--- config.mk ---
export PLATFORM = sky130hd
export DESIGN_NAME = dma_region_table_with_window_teardown
export DESIGN_NICKNAME = d
export VERILOG_FILES = /design/src/drt_pkg.sv /design/src/dma_region_table_with_window_teardown.sv /design/src/drt_ram.sv
export SDC_FILE = /design/constraint.sdc
export NUM_CORES = 2
export LEC_CHECK = 0
export CAP_MARGIN = 20
export CORE_ASPECT_RATIO = 1.4
export CORE_MARGIN = 10
export CORE_UTILIZATION = 40
export DETAILED_ROUTE_END_ITERATION = 8
export DONT_BUFFER_PORTS = 1
export PLACE_DENSITY = 0.6
export SYNTH_ARGS = -nofsm -noshare
export SYNTH_HDL_FRONTEND = slang
export SYNTH_HIERARCHICAL = 1
export SYNTH_SLANG_ARGS = --single-unit
--- constraint.sdc ---
create_clock -name clk -period 41.2 [get_ports clk]
set_input_delay 0 -clock clk [delete_from_list [all_inputs] [get_ports clk]]
set_output_delay 0 -clock clk [all_outputs]
set_load 0.03 [all_outputs]
--- src/drt_pkg.sv ---
// shared types and constants for the dma region table
package drt_pkg;

    localparam logic [1:0] CMD_REGISTER   = 2'd0;
    localparam logic [1:0] CMD_UNREGISTER = 2'd1;
    localparam logic [1:0] CMD_WINDOW_SET = 2'd2;
    localparam logic [1:0] CMD_UNUSED     = 2'd3;

    localparam logic [2:0] ST_STORED     = 3'd0;
    localparam logic [2:0] ST_NO_HOST    = 3'd1;
    localparam logic [2:0] ST_FULL       = 3'd2;
    localparam logic [2:0] ST_REMOVED    = 3'd3;
    localparam logic [2:0] ST_NOT_FOUND  = 3'd4;
    localparam logic [2:0] ST_WINDOW_SET = 3'd5;

    localparam int ADDR_W = 64;

    // one table entry as stored in the region memory
    typedef struct packed {
        logic [ADDR_W-1:0] base;
        logic [ADDR_W-1:0] length;
        logic [ADDR_W-1:0] host;
    } region_t;

    localparam int REGION_W = 3 * ADDR_W;

endpackage

--- src/dma_region_table_with_window_teardown.sv ---
// dma region table with outbound window teardown, top level
//
// one command transaction at a time: present command and operands with start
// while busy is low. busy rises the next cycle and stays high until the result
// strobe, which carries status, slot, entry_total, active_windows and
// torn_windows for exactly one cycle; the receiver cannot stall it.
// register, window-set and the unused command go straight from idle to the done
// state, and the strobe is registered from it; the next transaction can be
// accepted once busy has fallen after the strobe.
// unregister reads the region memory one entry per cycle: the search, then the
// check of every window against the found region, then the compaction (one
// read and one write per cycle), then the done state; a search that finds no
// entry goes straight to the done state. the single read port of the region
// memory is why the search and the compaction read one entry at a time.
// table entries past the fill count are never read, so the region memory needs
// no clearing pass; window enables live in flip-flops cleared at reset.
// after reset the table is empty and all windows are unmapped.
module dma_region_table_with_window_teardown #(
    parameter int TABLE_DEPTH  = 16,
    parameter int WINDOW_COUNT = 8
) (
    input  logic        clk,
    input  logic        rst_n,
    input  logic        start,
    output logic        busy,
    input  logic [1:0]  command,
    input  logic [63:0] base_address,
    input  logic [63:0] length,
    input  logic [63:0] host_address,
    input  logic [2:0]  window_index,
    input  logic        window_enable,
    output logic        done,
    output logic [2:0]  status,
    output logic [3:0]  slot,
    output logic [4:0]  entry_total,
    output logic [7:0]  active_windows,
    output logic [7:0]  torn_windows
);

    localparam int AW = (TABLE_DEPTH > 1) ? $clog2(TABLE_DEPTH) : 1;
    localparam int CW = $clog2(TABLE_DEPTH + 1);
    localparam int WW = (WINDOW_COUNT > 1) ? $clog2(WINDOW_COUNT) : 1;

    localparam logic [2:0] S_IDLE   = 3'd0;
    localparam logic [2:0] S_SEARCH = 3'd1;
    localparam logic [2:0] S_WIN    = 3'd2;
    localparam logic [2:0] S_SHIFT  = 3'd3;
    localparam logic [2:0] S_DONE   = 3'd4;

    logic [2:0]  state_reg, state_next;
    logic [1:0]  cmd_reg;
    logic [63:0] base_reg, len_reg, host_reg;
    logic [CW-1:0] count_reg, count_next;
    logic [CW-1:0] idx_reg, idx_next;       // read pointer
    logic [AW-1:0] hit_reg, hit_next;
    logic [WW:0]   w_reg, w_next;
    logic          rd_pend_reg, rd_pend_next; // read issued last cycle
    logic [63:0] win_base_reg [WINDOW_COUNT];
    logic [63:0] win_size_reg [WINDOW_COUNT];
    logic [WINDOW_COUNT-1:0] mapped_reg, mapped_next, torn_reg, torn_next;
    logic [2:0]  status_reg, status_next;
    logic        done_reg;
    logic [AW-1:0] slot_reg;

    logic          accept;
    logic          win_sel_ok;
    assign accept     = start && !busy;
    assign win_sel_ok = int'(window_index) < WINDOW_COUNT;

    logic          wr_en;
    logic [AW-1:0] wr_addr, rd_addr;
    drt_pkg::region_t wr_data, rd_data;

    drt_ram #(.WIDTH(drt_pkg::REGION_W), .DEPTH(TABLE_DEPTH)) u_region (
        .clk    (clk),
        .wr_en  (wr_en),
        .wr_addr(wr_addr),
        .wr_data(wr_data),
        .rd_addr(rd_addr),
        .rd_data(rd_data)
    );

    // containment check of the current window against the found region
    logic [WW-1:0] w_idx;
    logic [64:0]   win_end, reg_end;
    logic          contained;
    assign w_idx   = w_reg[WW-1:0];
    assign win_end = {1'b0, win_base_reg[w_idx]} + {1'b0, win_size_reg[w_idx]};
    assign reg_end = {1'b0, base_reg} + {1'b0, len_reg};
    assign contained = mapped_reg[w_idx] && (win_base_reg[w_idx] >= base_reg)
                       && (win_end <= reg_end);

    logic match;
    assign match = rd_data.base == base_reg && rd_data.length == len_reg
                   && rd_data.host == host_reg;

    // register command writes in S_DONE; status tells whether it was stored
    logic reg_write;
    assign reg_write = state_reg == S_DONE && cmd_reg == drt_pkg::CMD_REGISTER
                       && status_reg == drt_pkg::ST_STORED;

    always_comb
    begin
        state_next   = state_reg;
        count_next   = count_reg;
        idx_next     = idx_reg;
        hit_next     = hit_reg;
        w_next       = w_reg;
        rd_pend_next = 1'b0;
        mapped_next  = mapped_reg;
        torn_next    = torn_reg;
        status_next  = status_reg;
        wr_en        = 1'b0;
        wr_addr      = AW'(count_reg);
        wr_data      = '{base: base_reg, length: len_reg, host: host_reg};
        rd_addr      = idx_reg[AW-1:0];
        unique case (state_reg)
            S_IDLE:
            begin
                if (accept)
                begin
                    idx_next     = '0;
                    torn_next    = '0;
                    state_next   = S_DONE;
                    if (command == drt_pkg::CMD_UNREGISTER)
                    begin
                        state_next = S_SEARCH;
                    end
                    if (command == drt_pkg::CMD_WINDOW_SET && win_sel_ok)
                    begin
                        mapped_next[WW'(window_index)] = window_enable;
                    end
                end
            end
            S_SEARCH:
            begin
                if (rd_pend_reg && match)
                begin
                    hit_next   = AW'(idx_reg - CW'(1));
                    w_next     = '0;
                    state_next = S_WIN;
                end
                else if (idx_reg >= count_reg)
                begin
                    status_next = drt_pkg::ST_NOT_FOUND;
                    state_next  = S_DONE;
                end
                else
                begin
                    rd_pend_next = 1'b1;
                    idx_next     = idx_reg + CW'(1);
                end
            end
            S_WIN:
            begin
                if (w_reg == (WW+1)'(WINDOW_COUNT))
                begin
                    idx_next   = CW'(hit_reg) + CW'(1);
                    hit_next   = hit_reg;
                    state_next = S_SHIFT;
                end
                else
                begin
                    if (contained)
                    begin
                        mapped_next[w_idx] = 1'b0;
                        torn_next[w_idx]   = 1'b1;
                    end
                    w_next = w_reg + (WW+1)'(1);
                end
            end
            S_SHIFT:
            begin
                // hit_reg is the write pointer, idx_reg the read pointer
                if (rd_pend_reg)
                begin
                    wr_en    = 1'b1;
                    wr_addr  = hit_reg;
                    wr_data  = rd_data;
                    hit_next = hit_reg + AW'(1);
                end
                if (idx_reg < count_reg)
                begin
                    rd_pend_next = 1'b1;
                    idx_next     = idx_reg + CW'(1);
                end
                else if (!rd_pend_reg)
                begin
                    // tail entry is past the new count and never read again
                    count_next  = count_reg - CW'(1);
                    status_next = drt_pkg::ST_REMOVED;
                    state_next  = S_DONE;
                end
            end
            S_DONE:
            begin
                state_next = S_IDLE;
                if (reg_write)
                begin
                    wr_en      = 1'b1;
                    wr_addr    = AW'(count_reg);
                    count_next = count_reg + CW'(1);
                end
            end
            default:
            begin
                state_next = S_IDLE;
            end
        endcase
    end

    always_ff @(posedge clk or negedge rst_n)
    begin
        if (!rst_n)
        begin
            state_reg   <= S_IDLE;
            count_reg   <= '0;
            idx_reg     <= '0;
            w_reg       <= '0;
            mapped_reg  <= '0;
            rd_pend_reg <= 1'b0;
            done_reg    <= 1'b0;
            status_reg  <= drt_pkg::ST_STORED;
            hit_reg     <= '0;
        end
        else
        begin
            state_reg   <= state_next;
            count_reg   <= count_next;
            idx_reg     <= idx_next;
            w_reg       <= w_next;
            mapped_reg  <= mapped_next;
            rd_pend_reg <= rd_pend_next;
            done_reg    <= (state_reg == S_DONE);
            if (state_reg == S_IDLE && accept)
            begin
                unique case (command)
                    drt_pkg::CMD_REGISTER:
                    begin
                        if (host_address == 64'd0)
                        begin
                            status_reg <= drt_pkg::ST_NO_HOST;
                        end
                        else if (count_reg >= CW'(TABLE_DEPTH))
                        begin
                            status_reg <= drt_pkg::ST_FULL;
                        end
                        else
                        begin
                            status_reg <= drt_pkg::ST_STORED;
                            hit_reg    <= AW'(count_reg);
                        end
                    end
                    drt_pkg::CMD_WINDOW_SET:
                    begin
                        status_reg <= drt_pkg::ST_WINDOW_SET;
                    end
                    default:
                    begin
                        status_reg <= drt_pkg::ST_NOT_FOUND;
                    end
                endcase
                if (command != drt_pkg::CMD_REGISTER)
                begin
                    hit_reg <= '0;
                end
            end
            else
            begin
                status_reg <= status_next;
                hit_reg    <= hit_next;
            end
        end
    end

    always_ff @(posedge clk or negedge rst_n)
    begin
        if (!rst_n)
        begin
            torn_reg <= '0;
        end
        else
        begin
            torn_reg <= torn_next;
        end
    end

    always_ff @(posedge clk)
    begin
        if (state_reg == S_IDLE && accept)
        begin
            cmd_reg  <= command;
            base_reg <= base_address;
            len_reg  <= length;
            host_reg <= host_address;
            if (command == drt_pkg::CMD_WINDOW_SET && win_sel_ok)
            begin
                win_base_reg[WW'(window_index)] <= base_address;
                win_size_reg[WW'(window_index)] <= length;
            end
        end
    end

    assign busy           = state_reg != S_IDLE || done_reg;
    assign done           = done_reg;
    assign status         = status_reg;
    assign slot           = (status_reg == drt_pkg::ST_STORED ||
                             status_reg == drt_pkg::ST_REMOVED) ? 4'(slot_reg) : 4'd0;
    assign entry_total    = 5'(count_reg);
    assign active_windows = 8'(mapped_reg);
    assign torn_windows   = (status_reg == drt_pkg::ST_REMOVED) ? 8'(torn_reg) : 8'd0;

    // slot latched when the result is formed
    always_ff @(posedge clk)
    begin
        if (state_reg == S_WIN && w_reg == '0)
        begin
            slot_reg <= hit_reg;
        end
        else if (reg_write)
        begin
            slot_reg <= AW'(count_reg);
        end
    end

endmodule

--- src/drt_ram.sv ---
// generic single-port-write ram with one registered read port
module drt_ram #(
    parameter int WIDTH = 8,
    parameter int DEPTH = 16
) (
    input  logic                     clk,
    input  logic                     wr_en,
    input  logic [$clog2(DEPTH)-1:0] wr_addr,
    input  logic [WIDTH-1:0]         wr_data,
    input  logic [$clog2(DEPTH)-1:0] rd_addr,
    output logic [WIDTH-1:0]         rd_data
);

    logic [WIDTH-1:0] mem [DEPTH];

    always_ff @(posedge clk)
    begin
        if (wr_en)
        begin
            mem[wr_addr] <= wr_data;
        end
        rd_data <= mem[rd_addr];
    end

endmodule

==> metrics <==
fin crit period=10.95 ns; WL/cell=33.2 µm; vias in the first global route=98.5k; Worst EP required=42.12 ns; initial drt markers=11.5k; switching power total=3600 µW; Max clock buf depth=4; Worst Hold Class=in2reg; I/O Buffers=0; DR DRC count=0; CP Max Fanout=53; clk slew on worst S/H paths=0.06 ns; number of synthesized register bits=4528; post-synth top area share=72.2%; Mapped Area=179000 µm²; P&R area growth vs syn=14.7%; largest net degree at the start of global routing=144; total CTS buffers=421; VDD IR max=0.0458 mV; EDFF count, synth=4294; CP Launch Type=register; Setup TNS Final=0 ns; CTS tree=done; Die Width=585 µm; # H-tree levels=5; Switching Fraction=29.4%; Setup CP Type=reg2reg; area of the core=445000 µm²; static leakage=0.0654 µW; layout cells sized above 1=18.9%; CTS resizes=0; sequential share of power=46.4%; Die Area=474000 µm²; ys async rst share=0.928%; Remaining Overflow, GRT=0; post-route cell area=205000 µm²; sequential share of the synthesized area=74.9%; clock sinks=4528; Placed Area=186000 µm²; Total GRT Usage=22.1%; final setup vio count=0; CP most frequent cell=buf_4; Clk pwr share=33.0%; Rows=290; max reg flops=3072; slowest stage cell, crit path=buf_4; Power Dens Cells=59.7 nW/µm²; worst slew pin tran=1.21 ns; Hold WS=0.0800 ns; final core occ=46.0%; GRT met1 Usage=28.9%; Top Usage Layer GRT=met2; Int Power=8630 µW; DRT Pass-1 Iters=6; Mapped Cells=9404; GRT met3 Usage=3.59%; fmax=0.0913 GHz; Worst Setup End Kind=register; Final Instance Count excl. Fillers=16.3k; RSZ-0062 raised after global routing=no; outcome=complete, no violations; Skew-Pair Late Insertion Delay=1.04 ns; remaining antenna violation count=0; initial antenna violation count=38; clk_skew=0.103 ns; dominant synthesized flop cell=edfxtp_1; logic gate share of total power=20.6%; DP Wirelength=327000 µm; Top Ports=231; Area contributors post-synth=edfxtp_1, mux4_2, a22oi_1, dfxtp_1, ha_1; Starting Density=40.1%; CTS root buffer=clkbuf_16; critical path's largest stage delay=0.81 ns; Die Y-Extent=811 µm; nets@finish=10.5k; vias per cell=5.98; syn_area_per_cell=19.0 µm²; Synth cell types=81; number of max-cap violations=0; Data arrival, critical path=11.87 ns; Routability Congestion=0.942; Inst Count DP=15.0k; WL final=541000 µm; area leader, netlist=edfxtp_1; first-pass GRT wire length=757000 µm; slew margin rel.=19.5%; M2 GR Usage=37.1%; Syn Nets=9878; Slew Limit Fails=0; FILL cells=37.1k; final period utilization=26.6%; Vias=97.3k; Final Hold Vio Count=0; YS warnings=6
-- cell type report --
type / instances / area [µm²] / share of cell area (%)
tap: 5840 / 7310 / 3.57
inverter: 180 / 683 / 0.333
clock buffer: 553 / 11500 / 5.63
multi-input combinational: 4231 / 42300 / 20.7
sequential: 4528 / 134000 / 65.3
clock inverter: 235 / 2870 / 1.40
antenna: 31 / 77.6 / 0.0379
timing repair buffer: 671 / 6230 / 3.04
-- cells by family (layout without fill, tap and decap cells) --
| group | count (synthesis) | count (layout) | synth area share, % |
|---|---|---|---|
| buf+inv | 645 | 1639 | 1.58 |
| simple gates | 1046 | 1046 | 2.99 |
| xor+xnor | 247 | 247 | 1.21 |
| flops | 4528 | 4528 | 74.9 |
| fa+ha+maj | 273 | 273 | 1.92 |
| mux | 997 | 997 | 10.8 |
| other cells | 0 | 31 | 0 |
| compound gates | 1668 | 1668 | 6.55 |
-- per-stage QoR --
step | setup slack, ns | total power [µW]
after detailed placement | 31.37 | 8250
after CTS | 30.33 | 12300
after floorplan | 24.77 | 7240
after global placement | 30.97 | 8200
after global routing | 29.62 | 12600
final | 30.25 | 12200
-- worst paths after layout --
kind / startpoint / endpoint / slack [ns] / cells past startpoint
max in group asynchronous: rst_n / idx_reg[2]$_DFFE_PN0P_ / 40.75 / 4
setup / recovery: w_reg[2]$_DFFE_PN0P_ / active_windows[1]$_DFFE_PN0P_ / 30.25 / 31
setup reg to reg: w_reg[2]$_DFFE_PN0P_ / active_windows[1]$_DFFE_PN0P_ / 30.25 / 31
hold / removal: window_index[1] / active_windows[5]$_DFFE_PN0P_ / 0.08 / 3
min in group asynchronous: rst_n / hit_reg[3]$_DFFE_PN0P_ / 0.18 / 4
hold reg to reg: torn_reg[2]$_DFFE_PN0P_ / torn_reg[2]$_DFFE_PN0P_ / 0.54 / 2
-- power by group through the flow --
stage | Combinational (µW) | Clock (µW) | Sequential, µW
4_1_cts | 2530 | 4090 | 5680
3_3_place_gp | 2430 | 0 | 5780
2_1_floorplan | 1630 | 0 | 5600
6_report | 2520 | 4030 | 5680
3_5_place_dp | 2470 | 0 | 5780
5_1_grt | 2690 | 4260 | 5690
-- timing repair --
item	in CTS	in global routing
buffers inserted	0	0
endpoints found under the hold margin	1664	0
hold buffers	403	0
-- placed cells by master (no fill, tap or decap), types with 83 or more instances in the layout --
cell	synthesis	routed
buf_4	63	249
dlygate4sd3_1	0	401
inv_1	179	178
a21oi_1	199	199
o21ai_0	189	172
xnor2_1	113	113
nand4_1	204	204
nand2_1	333	332
xor2_1	134	134
a21o_1	138	138
edfxtp_1	4294	4294
clkbuf_1	280	83
ha_1	270	270
nor2_1	139	114
clkbuf_16	0	423
dfxtp_1	192	192
a22oi_1	849	849
mux2_2	235	235
mux4_2	723	723
-- synthesized netlist by cell type (55+ instances only) --
library cell	instances
xor2_1	134
ha_1	270
edfxtp_1	4294
a21o_1	138
o21ai_0	189
inv_1	179
mux2_2	235
a22oi_1	849
mux4_2	723
nor2_1	139
xnor2_1	113
nand4_1	204
nor4_1	56
clkbuf_1	280
buf_4	63
buf_2	68
nor2b_1	65
nand2b_1	55
dfxtp_1	192
a21oi_1	199
nand2_1	333
-- critical path: cells and delay by family (launching register included) --
kind / cells / cell delay, ns
fa+ha+maj: 2 / 0.65
buf+inv: 6 / 3.49
compound gates: 12 / 3.08
simple gates: 11 / 2.67
flops: 1 / 0.69
-- metal layers --
| layer | up-vias | share of wire, % |
|---|---|---|
| met4 | 10 | 4.5 |
| met5 | - | 0.011 |
| met3 | 896 | 7.9 |
| met1 | 51600 | 39 |
| li1 | 40100 | - |
| met2 | 4690 | 49 |
Power figures use the tool's default switching activity.
